`config.mk`:
```
export PLATFORM = sky130hd
export DESIGN_NAME = wildcard_byte_pattern_scan
export DESIGN_NICKNAME = d
export VERILOG_FILES = /design/src/design/wbps_pkg.sv /design/src/design/wbps_cell.sv /design/src/design/wildcard_byte_pattern_scan.sv
export SDC_FILE = /design/constraint.sdc
export NUM_CORES = 1
export LEC_CHECK = 0
export BUFFER_PORTS_ARGS = -buffer_cell sky130_fd_sc_hd__buf_2
export CAP_MARGIN = 40
export CORE_MARGIN = 2
export CORE_UTILIZATION = 60
export DETAILED_ROUTE_END_ITERATION = 7
export PLACE_DENSITY = 0.77
export SKIP_LAST_GASP = 1
export SYNTH_ARGS = -nofsm -noshare
export SYNTH_HDL_FRONTEND = slang
export SYNTH_SLANG_ARGS = --single-unit
export TNS_END_PERCENT = 100
```
`constraint.sdc`:
```
create_clock -name clk -period 17.2 [get_ports clk]
set_input_delay 0 -clock clk [delete_from_list [all_inputs] [get_ports clk]]
set_output_delay 0 -clock clk [all_outputs]
set_load 0.01 [all_outputs]
```
`src/design/wbps_pkg.sv`:
```
package wbps_pkg;

    // Window depth and offset counter width.
    localparam int MAX_PATTERN_BYTES = 16;
    localparam int OFFSET_WIDTH      = 32;

    // Width that holds a length of 0 .. MAX_PATTERN_BYTES, and an index into the window.
    localparam int LEN_W = $clog2(MAX_PATTERN_BYTES + 1);
    localparam int IDX_W = (MAX_PATTERN_BYTES > 1) ? $clog2(MAX_PATTERN_BYTES) : 1;

    // Fixed field widths.
    localparam int BYTE_W         = 8;
    localparam int MATCH_OFFSET_W = 32;
    localparam int PATTERN_LEN_W  = 5;
    localparam int WILDCARD_W     = 16;
    localparam int CFG_INDEX_W    = 8;
    localparam int CFG_DATA_W     = 64;

    // Width used to widen or cut the internal offset to the reported one.
    localparam int EXT_W = (OFFSET_WIDTH > MATCH_OFFSET_W) ? OFFSET_WIDTH : MATCH_OFFSET_W;

    localparam logic [OFFSET_WIDTH-1:0] OFFSET_MAX = {OFFSET_WIDTH{1'b1}};

    // Configuration register indexes.
    typedef enum logic [CFG_INDEX_W-1:0] {
        CFG_PATTERN_LOW    = 8'd0,
        CFG_PATTERN_HIGH   = 8'd1,
        CFG_WILDCARD_MASK  = 8'd2,
        CFG_PATTERN_LENGTH = 8'd3
    } cfg_reg_t;

    typedef logic [BYTE_W-1:0]       byte_t;
    typedef logic [OFFSET_WIDTH-1:0] offset_t;

    // What a window cell compares against.
    typedef struct packed {
        logic  care;
        byte_t expected;
    } cell_cfg_t;

endpackage

```
`src/design/wbps_cell.sv`:
```
module wbps_cell
(
    input  logic               clk,
    input  logic               shift_en,
    input  wbps_pkg::byte_t    in_byte,
    input  wbps_pkg::offset_t  in_offset,
    input  wbps_pkg::cell_cfg_t cell_cfg,
    output wbps_pkg::byte_t    byte_out,
    output wbps_pkg::offset_t  offset_out,
    output logic               match
);

    wbps_pkg::byte_t   byte_reg;
    wbps_pkg::offset_t offset_reg;

    // The cell judges the byte it is about to take in, so the row compares
    // the window as it will stand after this shift.
    assign match = !cell_cfg.care || (in_byte == cell_cfg.expected);

    assign byte_out   = byte_reg;
    assign offset_out = offset_reg;

    always_ff @(posedge clk)
    begin
        if (shift_en)
        begin
            byte_reg   <= in_byte;
            offset_reg <= in_offset;
        end
    end

endmodule

```
`src/design/wildcard_byte_pattern_scan.sv`:
```
// Wildcard byte pattern scanner. Region bytes arrive on the slave stream one
// per transfer, and every accepted transfer yields exactly one result transfer
// on the master stream. The pattern (up to 16 bytes, each optionally a
// wildcard) is tried at every alignment of the readable bytes; the first match
// in a region reports the offset of its first byte, later matches in the same
// region are suppressed, and the last byte of a region flags a miss when
// nothing matched. Unreadable bytes are skipped but still advance the
// saturating offset counter. Throughput is one byte per clock while results are
// taken: the window is a row of cells that shift once per readable byte, and all
// cells compare in the same cycle. Each result is held in the single output
// register from the cycle after its byte is accepted. A new byte is accepted
// when that register is empty or in the same cycle as its result is taken, so a
// stalled result holds the input off until it goes. Configuration writes are
// always accepted and should only be made while no result is outstanding.
module wildcard_byte_pattern_scan
(
    input  logic                                 clk,
    input  logic                                 rst_n,
    // Configuration write channel.
    input  logic                                 cfg_valid,
    output logic                                 cfg_ready,
    input  logic [wbps_pkg::CFG_INDEX_W-1:0]     cfg_index,
    input  logic [wbps_pkg::CFG_DATA_W-1:0]      cfg_data,
    // Byte stream in.
    input  logic                                 s_tvalid,
    output logic                                 s_tready,
    input  logic [7:0]                           s_tdata,  // [7:0] data_byte
    input  logic [1:0]                           s_tuser,  // [0] byte_readable, [1] region_start
    input  logic                                 s_tlast,  // last_in_region
    // Result stream out.
    output logic                                 m_tvalid,
    input  logic                                 m_tready,
    output logic [31:0]                          m_tdata,  // [31:0] match_offset
    output logic [1:0]                           m_tuser   // [0] found, [1] region_missed
);

    localparam int N = wbps_pkg::MAX_PATTERN_BYTES;

    // Configuration registers.
    logic [63:0]                            pattern_low_reg;
    logic [63:0]                            pattern_high_reg;
    logic [wbps_pkg::WILDCARD_W-1:0]        wildcard_mask_reg;
    logic [wbps_pkg::PATTERN_LEN_W-1:0]     pattern_length_reg;

    // Scan state.
    logic [wbps_pkg::LEN_W-1:0]             fill_count_reg;
    logic [wbps_pkg::LEN_W-1:0]             fill_count_next;
    wbps_pkg::offset_t                      byte_position_reg;
    wbps_pkg::offset_t                      byte_position_next;
    logic                                   match_done_reg;
    logic                                   match_done_next;

    // Output register.
    logic                                   m_tvalid_reg;
    logic                                   found_reg;
    logic                                   found_next;
    logic                                   region_missed_reg;
    logic                                   region_missed_next;
    logic [wbps_pkg::MATCH_OFFSET_W-1:0]    match_offset_reg;
    logic [wbps_pkg::MATCH_OFFSET_W-1:0]    match_offset_next;

    logic                                   accept;
    logic                                   shift_en;
    logic                                   readable;
    logic                                   start;
    logic [wbps_pkg::LEN_W-1:0]             used_len;
    logic [wbps_pkg::LEN_W-1:0]             fill_cur;
    logic [wbps_pkg::LEN_W-1:0]             fill_new;
    wbps_pkg::offset_t                      pos_cur;
    logic                                   done_cur;
    logic                                   hit;
    logic [wbps_pkg::IDX_W-1:0]             head_idx;
    wbps_pkg::offset_t                      head_offset;
    logic [wbps_pkg::EXT_W-1:0]             head_offset_ext;

    wbps_pkg::byte_t                        pattern_bytes [N];
    wbps_pkg::byte_t                        cell_in_byte  [N];
    wbps_pkg::offset_t                      cell_in_off   [N];
    wbps_pkg::byte_t                        cell_byte     [N];
    wbps_pkg::offset_t                      cell_off      [N];
    wbps_pkg::cell_cfg_t                    cell_cfg      [N];
    logic [N-1:0]                           cell_match;

    assign cfg_ready = 1'b1;
    assign s_tready  = !m_tvalid_reg || m_tready;
    assign accept    = s_tvalid && s_tready;
    assign readable  = s_tuser[0];
    assign start     = s_tuser[1];
    assign shift_en  = accept && readable;

    // Length in use: zero counts as one, anything past the window as the window.
    always_comb
    begin
        if (pattern_length_reg == '0)
        begin
            used_len = wbps_pkg::LEN_W'(1);
        end
        else if (pattern_length_reg > wbps_pkg::PATTERN_LEN_W'(N))
        begin
            used_len = wbps_pkg::LEN_W'(N);
        end
        else
        begin
            used_len = wbps_pkg::LEN_W'(pattern_length_reg);
        end
    end

    // Cell j holds the j-th newest readable byte. With a pattern of length L,
    // the oldest byte in use (cell L-1) lines up with pattern byte 0, so cell j
    // checks pattern byte L-1-j and cells at or past L take no part.
    genvar j;
    generate
        for (j = 0; j < N; j++)
        begin : g_row
            logic [wbps_pkg::IDX_W-1:0] pat_idx;

            if (j < 8)
            begin : g_low
                assign pattern_bytes[j] = pattern_low_reg[8*j +: 8];
            end
            else
            begin : g_high
                assign pattern_bytes[j] = pattern_high_reg[8*(j-8) +: 8];
            end

            if (j == 0)
            begin : g_head
                assign cell_in_byte[j] = s_tdata;
                assign cell_in_off[j]  = pos_cur;
            end
            else
            begin : g_link
                assign cell_in_byte[j] = cell_byte[j-1];
                assign cell_in_off[j]  = cell_off[j-1];
            end

            assign pat_idx = wbps_pkg::IDX_W'(used_len - wbps_pkg::LEN_W'(1)
                                              - wbps_pkg::LEN_W'(j));
            assign cell_cfg[j].care = (used_len > wbps_pkg::LEN_W'(j))
                                      && !wildcard_mask_reg[pat_idx];
            assign cell_cfg[j].expected = pattern_bytes[pat_idx];

            wbps_cell u_cell
            (
                .clk        (clk),
                .shift_en   (shift_en),
                .in_byte    (cell_in_byte[j]),
                .in_offset  (cell_in_off[j]),
                .cell_cfg   (cell_cfg[j]),
                .byte_out   (cell_byte[j]),
                .offset_out (cell_off[j]),
                .match      (cell_match[j])
            );
        end
    endgenerate

    // The offset of a match is that of the byte entering the oldest cell in use.
    assign head_idx        = wbps_pkg::IDX_W'(used_len - wbps_pkg::LEN_W'(1));
    assign head_offset     = cell_in_off[head_idx];
    assign head_offset_ext = wbps_pkg::EXT_W'(head_offset);

    // A region start clears the window count, offset and done flag before
    // this byte is processed.
    always_comb
    begin
        fill_cur = start ? '0 : fill_count_reg;
        pos_cur  = start ? '0 : byte_position_reg;
        done_cur = start ? 1'b0 : match_done_reg;

        if (pos_cur != wbps_pkg::OFFSET_MAX)
        begin
            byte_position_next = pos_cur + wbps_pkg::OFFSET_WIDTH'(1);
        end
        else
        begin
            byte_position_next = pos_cur;
        end

        if (fill_cur != wbps_pkg::LEN_W'(N))
        begin
            fill_new = fill_cur + wbps_pkg::LEN_W'(1);
        end
        else
        begin
            fill_new = fill_cur;
        end

        hit = readable && (fill_new >= used_len) && (&cell_match) && !done_cur;

        fill_count_next    = readable ? fill_new : fill_cur;
        match_done_next    = done_cur || hit;
        found_next         = hit;
        match_offset_next  = hit ? head_offset_ext[wbps_pkg::MATCH_OFFSET_W-1:0] : '0;
        region_missed_next = s_tlast && !match_done_next;
    end

    always_ff @(posedge clk or negedge rst_n)
    begin
        if (!rst_n)
        begin
            pattern_low_reg    <= '0;
            pattern_high_reg   <= '0;
            wildcard_mask_reg  <= '0;
            pattern_length_reg <= wbps_pkg::PATTERN_LEN_W'(1);
        end
        else if (cfg_valid && cfg_ready)
        begin
            case (cfg_index)
                wbps_pkg::CFG_PATTERN_LOW:    pattern_low_reg    <= cfg_data;
                wbps_pkg::CFG_PATTERN_HIGH:   pattern_high_reg   <= cfg_data;
                wbps_pkg::CFG_WILDCARD_MASK:
                    wildcard_mask_reg  <= cfg_data[wbps_pkg::WILDCARD_W-1:0];
                wbps_pkg::CFG_PATTERN_LENGTH:
                    pattern_length_reg <= cfg_data[wbps_pkg::PATTERN_LEN_W-1:0];
                default:
                begin
                end
            endcase
        end
    end

    always_ff @(posedge clk or negedge rst_n)
    begin
        if (!rst_n)
        begin
            fill_count_reg    <= '0;
            byte_position_reg <= '0;
            match_done_reg    <= 1'b0;
            m_tvalid_reg      <= 1'b0;
        end
        else if (accept)
        begin
            fill_count_reg    <= fill_count_next;
            byte_position_reg <= byte_position_next;
            match_done_reg    <= match_done_next;
            m_tvalid_reg      <= 1'b1;
        end
        else if (m_tready)
        begin
            m_tvalid_reg      <= 1'b0;
        end
    end

    always_ff @(posedge clk)
    begin
        if (accept)
        begin
            found_reg         <= found_next;
            match_offset_reg  <= match_offset_next;
            region_missed_reg <= region_missed_next;
        end
    end

    assign m_tvalid = m_tvalid_reg;
    assign m_tdata  = match_offset_reg;
    assign m_tuser  = {region_missed_reg, found_reg};

endmodule

```
==> insert_results.sql, run 1 <==
INSERT INTO impl_metrics (metric_group, metric, value, unit) VALUES
('logic_synthesis', 'postSynth.asyncResetShare', '22.9', '%'),
('sta', 'timing.final.crit_share', '47.5', '%'),
('sta', 'setup_violations', '0', ''),
('flow_run', 'cap_violations', '0', ''),
('sta', 'final.hold.worst_slack', '0.115', 'ns'),
('setup_path', 'end_kind', 'flop', ''),
('clock_tree', 'clock_path_buffers', '3', ''),
('setup_path', 'critPathKind', 'reg -> reg', ''),
('finish', 'register_area', '23700', 'um2'),
('logic_synthesis', 'yosysUniqueCellTypes', '67', ''),
('finish', 'nFillCells', '4173', ''),
('floorplanning', 'initial_core_util', '60.8', '%'),
('setup_path', 'startpoint_type', 'flop', ''),
('route', 'routed-via-count', '23500', ''),
('sta', 'timing_hold_violations_final', '0', ''),
('sta', 'achievable-frequency', '122', 'MHz'),
('setup_path', 'required', '17.59', 'ns'),
('clock_tree', 'cts-buffers-inserted', '85', ''),
('global_route', 'grt_remaining_overflow', '0', ''),
('logic_synthesis', 'main_area_contributors_after_synthesis', 'sky130_fd_sc_hd__edfxtp_1 (48%), sky130_fd_sc_hd__mux4_2 (19%), sky130_fd_sc_hd__dfrtp_1 (12%), sky130_fd_sc_hd__mux2_2 (4.7%), sky130_fd_sc_hd__mux2i_1 (4.0%)', ''),
('clock_tree', 'insertion_delay', '0.67', 'ns'),
('sta', 'finalCriticalPeriod', '8.17', 'ns'),
('worst_hold_path', 'hold_path_class', 'in -> reg', ''),
('clock_tree', 'cts_resized', '0', ''),
('finish', 'stdcell_area', '45600', 'um2'),
('sta', 'post_route_skew', '0.0393', 'ns'),
('floorplanning', 'io_pins', '125', ''),
('logic_synthesis', 'synth.avg_cell_area', '17.6', 'um2'),
('global_route', 'track_usage', '30.7', '%'),
('clock_tree', 'cts_sinks', '822', ''),
('finish', 'area_growth', '13.8', '%'),
('logic_synthesis', 'synth_area', '40000', 'um2'),
('finish', 'layout-drive-gt1-share', '34.1', '%'),
('finish', 'largest_reg_flops', '480', ''),
('placed_design', 'detailedPlacementHpwl', '70800', 'um'),
('finish', 'antenna_cells', '0', ''),
('logic_synthesis', 'synth_top_cell_area_share', '47.5', '%'),
('route', 'drt_pre_antenna_iters', '6', ''),
('sta', 'slew-limit-headroom', '19.6', '%'),
('power_and_ir_drop', 'cellLeakagePower', '16.4', 'nW'),
('logic_synthesis', 'postSynthNetCount', '2372', ''),
('clock_tree', 'cts_root_buffer', 'sky130_fd_sc_hd__clkbuf_16', ''),
('global_route', 'maximum_number_of_pins_on_one_net_before_global_route_repair', '145', ''),
('power_and_ir_drop', 'power.density_cell_area', '111', 'nW/um2'),
('sta', 'tightestPinTransition', '1.21', 'ns'),
('route', 'dr.first_iter.drc_count', '3023', ''),
('clock_tree', 'h-tree-depth', '3', ''),
('status', 'run_status', 'finished clean', ''),
('logic_synthesis', 'number_of_enable_type_register_cells_in_the_synthesized_netlist', '634', ''),
('logic_synthesis', 'ys.warnings.count', '0', ''),
('sta', 'final.setup.tns', '0', 'ns'),
('logic_synthesis', 'ys_seq_area_share', '59.3', '%'),
('logic_synthesis', 'synth.ff_latch_count', '822', ''),
('setup_path', 'critical_path_arrival', '8.56', 'ns'),
('route', 'drt-total-wl', '105000', 'um'),
('floorplanning', 'dieArea', '68800', 'um2'),
('power_and_ir_drop', 'ir_worst_vdd', '88.3', 'uV'),
('global_route', 'first_global_vias', '23600', ''),
('sta', 'timing_max_transition_violations_final', '0', ''),
('sta', 'grt_setup_unrepaired', 'false', ''),
('finish', 'multi_input_comb_area', '15700', 'um2'),
('placed_design', 'gp_congestion', '1.01', ''),
('route', 'via_to_cell_ratio', '6.92', ''),
('placed_design', 'dpl_cell_area', '41900', 'um2'),
('logic_synthesis', 'ys_top_cells_by_count', 'sky130_fd_sc_hd__edfxtp_1 (634), sky130_fd_sc_hd__mux4_2 (344), sky130_fd_sc_hd__dfrtp_1 (187)', ''),
('route', 'drc_viols', '0', ''),
('global_route', 'grt_antenna_before_repair', '3', ''),
('placed_design', 'numPortBuffers', '123', ''),
('global_route', 'wire_length_of_the_first_global_routing_pass', '157000', 'um'),
('route', 'avgRoutedWirePerCell', '30.8', 'um'),
('setup_path', 'critPathMaxFanout', '88', '');
## kinds of logic (layout without fill, tap and decap cells)
| kind of cell | count (synthesis) | in the layout | share of synthesized area (%) |
|---|---|---|---|
| AO/OA/AOI/OAI | 107 | 107 | 1.86 |
| XOR/XNOR | 161 | 161 | 3.58 |
| adder cells (fa/ha/maj) | 14 | 14 | 0.437 |
| buffers and inverters | 159 | 426 | 1.74 |
| flip-flops | 822 | 822 | 59.3 |
| multiplexers | 672 | 672 | 28.1 |
| other | 1 | 1 | 0.00936 |
| AND/OR/NAND/NOR | 334 | 334 | 5.01 |
## cell usage in the layout (no fill, tap or decap), drive strengths merged, types with 14 or more instances in the layout
master / synthesis / final
nand3: 18 / 18
clkinv: 0 / 33
mux4: 344 / 344
dlygate4sd3: 0 / 80
mux2: 166 / 166
nand2: 94 / 94
nand2b: 14 / 14
a21oi: 18 / 18
clkbuf: 76 / 116
xnor2: 43 / 43
xor2: 118 / 118
nor4: 40 / 40
nor2: 34 / 34
nor3b: 34 / 34
ha: 14 / 14
nor2b: 30 / 30
inv: 15 / 16
edfxtp: 634 / 634
buf: 68 / 173
mux2i: 162 / 162
dfrtp: 187 / 187
a22oi: 25 / 25
nand4: 30 / 30
## repair_timing
action / 4_1_cts / 5_1_grt
endpoints found under the hold margin: 286 / 0
buffers inserted: 0 / 0
hold buffers: 81 / 0
## critical path: stages, from the launching register on
cell and delay [ns]:
sky130_fd_sc_hd__dfrtp_1 0.52, sky130_fd_sc_hd__or4_4 0.64, sky130_fd_sc_hd__nand2_8 0.53, sky130_fd_sc_hd__clkinv_8 0.69, sky130_fd_sc_hd__ha_1 0.57, sky130_fd_sc_hd__xnor2_2 0.52, sky130_fd_sc_hd__nand3_1 0.50, sky130_fd_sc_hd__nand2_1 0.63
sky130_fd_sc_hd__mux4_2 0.60, sky130_fd_sc_hd__xor2_1 0.16, sky130_fd_sc_hd__nor4_1 0.44, sky130_fd_sc_hd__a221oi_1 0.18, sky130_fd_sc_hd__nor4b_2 0.45, sky130_fd_sc_hd__nand4_4 0.31, sky130_fd_sc_hd__buf_12 0.32, sky130_fd_sc_hd__o211a_1 0.24
sky130_fd_sc_hd__dlygate4sd3_1 0.55
## through the flow
stage,instances,power [mW],setup slack [ns]
after global placement,3145,3.18,8.56
final,3401,5.07,9.03
after global routing,3401,5.23,8.60
after floorplan,2270,2.98,2.20
after CTS,3401,5.09,9.02
after detailed placement,3163,3.21,9.57
## path summary, 6_finish.rpt
check | startpoint | end | slack, ns | cells after the start
worst max-delay path | pattern_length_reg[4]$_DFFE_PN0P_ | region_missed_reg$_DFFE_PP_ | 9.03 | 16
worst min-delay path | s_tdata[1] | g_row[0].u_cell.byte_out[1]$_DFFE_PP_ | 0.11 | 2
worst max register to register | pattern_length_reg[4]$_DFFE_PN0P_ | region_missed_reg$_DFFE_PP_ | 9.03 | 16
worst min register to register | g_row[11].u_cell.offset_out[18]$_DFFE_PP_ | g_row[12].u_cell.offset_out[18]$_DFFE_PP_ | 0.42 | 0
max in group asynchronous | rst_n | byte_position_reg[27]$_DFFE_PN0P_ | 15.60 | 6
min in group asynchronous | rst_n | pattern_high_reg[46]$_DFFE_PN0P_ | 0.43 | 4
## per-layer routing
metal | track usage (%) | vias up | share of wire [%]
met5 | 0 | - | 0
li1 | - | 9650 | -
met1 | 46.3 | 12500 | 41
met3 | 6.70 | 190 | 9.5
met4 | 9.24 | 0 | 2.9
met2 | 45.5 | 1172 | 46
## power breakdown
| part | switching (mW) | total (mW) | internal [mW] |
|---|---|---|---|
| registers | 0.0600 | 2.29 | 2.23 |
| logic | 0.493 | 0.918 | 0.424 |
| clock network | 0.809 | 1.87 | 1.06 |
| total | 1.36 | 5.07 | 3.71 |
## layout make-up
cell class,instances,area share (%)
repair buffers,254,4.63
multi-input cells,1289,34.4
well taps,864,2.37
clock buffers,115,5.14
flip-flops and latches,822,52.1
inverters,15,0.168
clock inverters,42,1.12
Note: power is estimated with default switching activity, not from simulation.
==> run 2, diff against run 1 <==
--- a/config.mk
+++ b/config.mk
@@ -8,7 +8,7 @@
 export BUFFER_PORTS_ARGS = -buffer_cell sky130_fd_sc_hd__buf_2
 export CAP_MARGIN = 40
 export CORE_MARGIN = 2
-export CORE_UTILIZATION = 60
+export CORE_UTILIZATION = 57
 export DETAILED_ROUTE_END_ITERATION = 7
 export PLACE_DENSITY = 0.77
 export SKIP_LAST_GASP = 1
==> constraint.sdc (replaced) <==
create_clock -name clk -period 6.8 [get_ports clk]
set_input_delay 0 -clock clk [delete_from_list [all_inputs] [get_ports clk]]
set_output_delay 0 -clock clk [all_outputs]
set_load 0.01 [all_outputs]
==> run 2 against run 1 <==
Net effect:
- non-clock buffer count is 7 higher
- clock-buffer cell count is 11 lower
- flip-flop and latch count stayed put
- sequential power grew to 2.5 times the previous value
- combinational power grew to 2.5 times the previous value
==> insert_results.sql, run 2 (synthesis results as in run 1) <==
INSERT INTO impl_metrics (metric_group, metric, value, unit) VALUES
('status', 'run_status', 'finished clean', ''),
('power_and_ir_drop', 'power.share.switching', '27.2', '%'),
('setup_path', 'critPathKind', 'reg -> reg', ''),
('setup_path', 'critPathMaxFanout', '27', ''),
('finish', 'antenna_cells', '0', ''),
('floorplanning', 'die_height', '269', 'um'),
('sta', 'grt_setup_unrepaired', 'false', ''),
('sta', 'setup_violations', '0', ''),
('clock_tree', 'worst_setup_hold_path_clk_slew', '0.07', 'ns'),
('power_and_ir_drop', 'power.sequential.fraction', '46.0', '%'),
('floorplanning', 'area_of_the_core', '69800', 'um2'),
('finish', 'multi_input_comb_area', '15700', 'um2'),
('floorplanning', 'io_pins', '125', ''),
('finish', 'layout-drive-gt1-share', '33.9', '%'),
('route', 'via_to_cell_ratio', '6.71', ''),
('route', 'drt-total-wl', '104000', 'um'),
('setup_path', 'timing.reg2reg.setup_slack', '0.18', 'ns'),
('route', 'dr.first_iter.drc_count', '3045', ''),
('power_and_ir_drop', 'total_power', '12.6', 'mW'),
('placed_design', 'detailedPlacementHpwl', '70100', 'um'),
('placed_design', 'gp_congestion', '0.998', ''),
('sta', 'slew-limit-headroom', '27.6', '%'),
('finish', 'largest_reg_flops', '480', ''),
('clock_tree', 'tritoncts_clock_tree', 'done', ''),
('sta', 'post_route_skew', '0.0428', 'ns'),
('global_route', 'grt_remaining_overflow', '0', ''),
('power_and_ir_drop', 'ir_worst_vdd', '230', 'uV'),
('sta', 'achievable-frequency', '151', 'MHz'),
('global_route', 'maximum_number_of_pins_on_one_net_before_global_route_repair', '188', ''),
('finish', 'mostFrequentLayoutCells', 'sky130_fd_sc_hd__edfxtp_1 (634), sky130_fd_sc_hd__mux4_2 (344), sky130_fd_sc_hd__dfrtp_1 (187)', ''),
('setup_path', 'end_kind', 'flop', ''),
('power_and_ir_drop', 'p_int', '9.18', 'mW'),
('floorplanning', 'core.rowCount', '97', ''),
('sta', 'timing_hold_violations_final', '0', ''),
('global_route', 'first_global_vias', '23300', ''),
('placed_design', 'numPortBuffers', '123', ''),
('clock_tree', 'cts-buffers-inserted', '84', ''),
('finish', 'finish.cell_count_without_fillers', '3478', ''),
('finish', 'nFillCells', '4633', ''),
('power_and_ir_drop', 'clock_power_share', '35.6', '%'),
('clock_tree', 'cts_sinks', '822', ''),
('placed_design', 'post-place-cells', '3243', ''),
('setup_path', 'required', '7.21', 'ns'),
('power_and_ir_drop', 'cellLeakagePower', '16.2', 'nW'),
('global_route', 'wire_length_of_the_first_global_routing_pass', '155000', 'um'),
('setup_path', 'critical_path_arrival', '7.03', 'ns'),
('floorplanning', 'floorplan.die.width', '269', 'um'),
('global_route', 'grt_antenna_before_repair', '1', ''),
('flow_run', 'cap_violations', '0', ''),
('route', 'routed-via-count', '23300', ''),
('finish', 'final_common_cell', 'sky130_fd_sc_hd__edfxtp_1', ''),
('route', 'antenna_violating_nets_post_route', '0', ''),
('power_and_ir_drop', 'power.density_cell_area', '277', 'nW/um2'),
('clock_tree', 'h-tree-depth', '3', ''),
('finish', 'stdcell_area', '45500', 'um2'),
('global_route', 'track_usage', '29.4', '%'),
('worst_hold_path', 'hold_path_class', 'in -> reg', ''),
('clock_tree', 'cts_root_buffer', 'sky130_fd_sc_hd__clkbuf_16', ''),
('power_and_ir_drop', 'power.switching', '3.42', 'mW'),
('power_and_ir_drop', 'power.share.combinational', '18.5', '%'),
('sta', 'tightestPinTransition', '1.09', 'ns'),
('clock_tree', 'clock_path_buffers', '3', ''),
('sta', 'finalCriticalPeriod', '6.62', 'ns'),
('setup_path', 'startpoint_type', 'flop', ''),
('clock_tree', 'insertion_delay', '0.66', 'ns'),
('placed_design', 'dpl_cell_area', '41900', 'um2'),
('floorplanning', 'initial_core_util', '57.4', '%'),
('floorplanning', 'dieArea', '72400', 'um2'),
('finish', 'area_growth', '13.5', '%'),
('route', 'avgRoutedWirePerCell', '29.8', 'um'),
('sta', 'timing_max_transition_violations_final', '0', ''),
('finish', 'register_area', '23700', 'um2'),
('sta', 'timing.final.crit_share', '97.4', '%'),
('route', 'drt_pre_antenna_iters', '6', ''),
('finish', 'layout.nets', '2575', ''),
('route', 'drc_viols', '0', '');
[run 2: timing repair]
item	in CTS	in global routing
hold endpoints to repair	279	0
hold buffers	84	0
endpoints found under the setup margin	0	1
gates resized for setup	0	5
setup buffers	0	0
[run 2: per-layer routing]
metal  global-route usage (%)  vias up  wire length (um)
met2                     44.3     1169             48400
met1                     43.7    12300             43200
met4                     9.73        0              3320
met3                     5.74      191              8850
met5                        0        -                 0
li1                         -     9645                 -
[run 2: per-stage QoR]
step / hold slack (ns) / utilization [%] / TNS [ns] / worst slack (ns)
floorplan: -0.296 / - / -2194.24 / -3.64
global placement: 0.183 / 59.8 / 0 / 0.251
detailed placement: -0.0554 / 60.1 / 0 / 0.557
CTS: 0.0355 / 65.1 / 0 / 0.0298
global route: 0.0713 / 65.2 / 0 / 0.0437
finish: 0.0863 / 65.2 / 0 / 0.179
[run 2: final cells by class]
class / count / area share (%)
Sequential cell: 822 / 52.2
Clock buffer: 104 / 4.81
Multi-Input combinational cell: 1289 / 34.6
Clock inverter: 47 / 1.03
Timing Repair Buffer: 261 / 4.65
Inverter: 15 / 0.160
Tap cell: 940 / 2.59
[run 2: final timing paths]
path	from	end	cells after the start
worst min register to register	g_row[5].u_cell.offset_out[30]$_DFFE_PP_	g_row[6].u_cell.offset_out[30]$_DFFE_PP_	0
worst min-delay path	cfg_index[0]	pattern_length_reg[0]$_DFFE_PN1P_	3
worst max-delay path	pattern_length_reg[4]$_DFFE_PN0P_	region_missed_reg$_DFFE_PP_	18
worst max register to register	pattern_length_reg[4]$_DFFE_PN0P_	region_missed_reg$_DFFE_PP_	18
min in group asynchronous	rst_n	pattern_low_reg[33]$_DFFE_PN0P_	4
max in group asynchronous	rst_n	pattern_high_reg[39]$_DFFE_PN0P_	6
[run 2: power by group through the flow]
stage	clock, mW	sequential, mW	combinational [mW]
3_5_place_dp	0	5.88	2.27
5_1_grt	4.75	5.81	2.46
6_report	4.48	5.79	2.33
2_1_floorplan	0	5.87	1.65
3_3_place_gp	0	5.86	2.22
4_1_cts	4.55	5.79	2.33
[run 2: worst max-delay path, stage by stage (launching register included)]
cell and delay [ns]:
sky130_fd_sc_hd__dfrtp_1 0.53, sky130_fd_sc_hd__or4_4 0.64, sky130_fd_sc_hd__nand2_8 0.28, sky130_fd_sc_hd__clkinv_8 0.08, sky130_fd_sc_hd__ha_1 0.31, sky130_fd_sc_hd__xnor2_2 0.30
sky130_fd_sc_hd__buf_4 0.22, sky130_fd_sc_hd__nor2_1 0.09, sky130_fd_sc_hd__xnor2_2 0.25, sky130_fd_sc_hd__buf_4 0.33, sky130_fd_sc_hd__mux4_2 0.63, sky130_fd_sc_hd__xor2_1 0.19
sky130_fd_sc_hd__nor4_1 0.55, sky130_fd_sc_hd__a21oi_1 0.15, sky130_fd_sc_hd__nor4_1 0.55, sky130_fd_sc_hd__nand4_4 0.22, sky130_fd_sc_hd__buf_4 0.26, sky130_fd_sc_hd__o211a_1 0.21
sky130_fd_sc_hd__dlygate4sd3_1 0.54
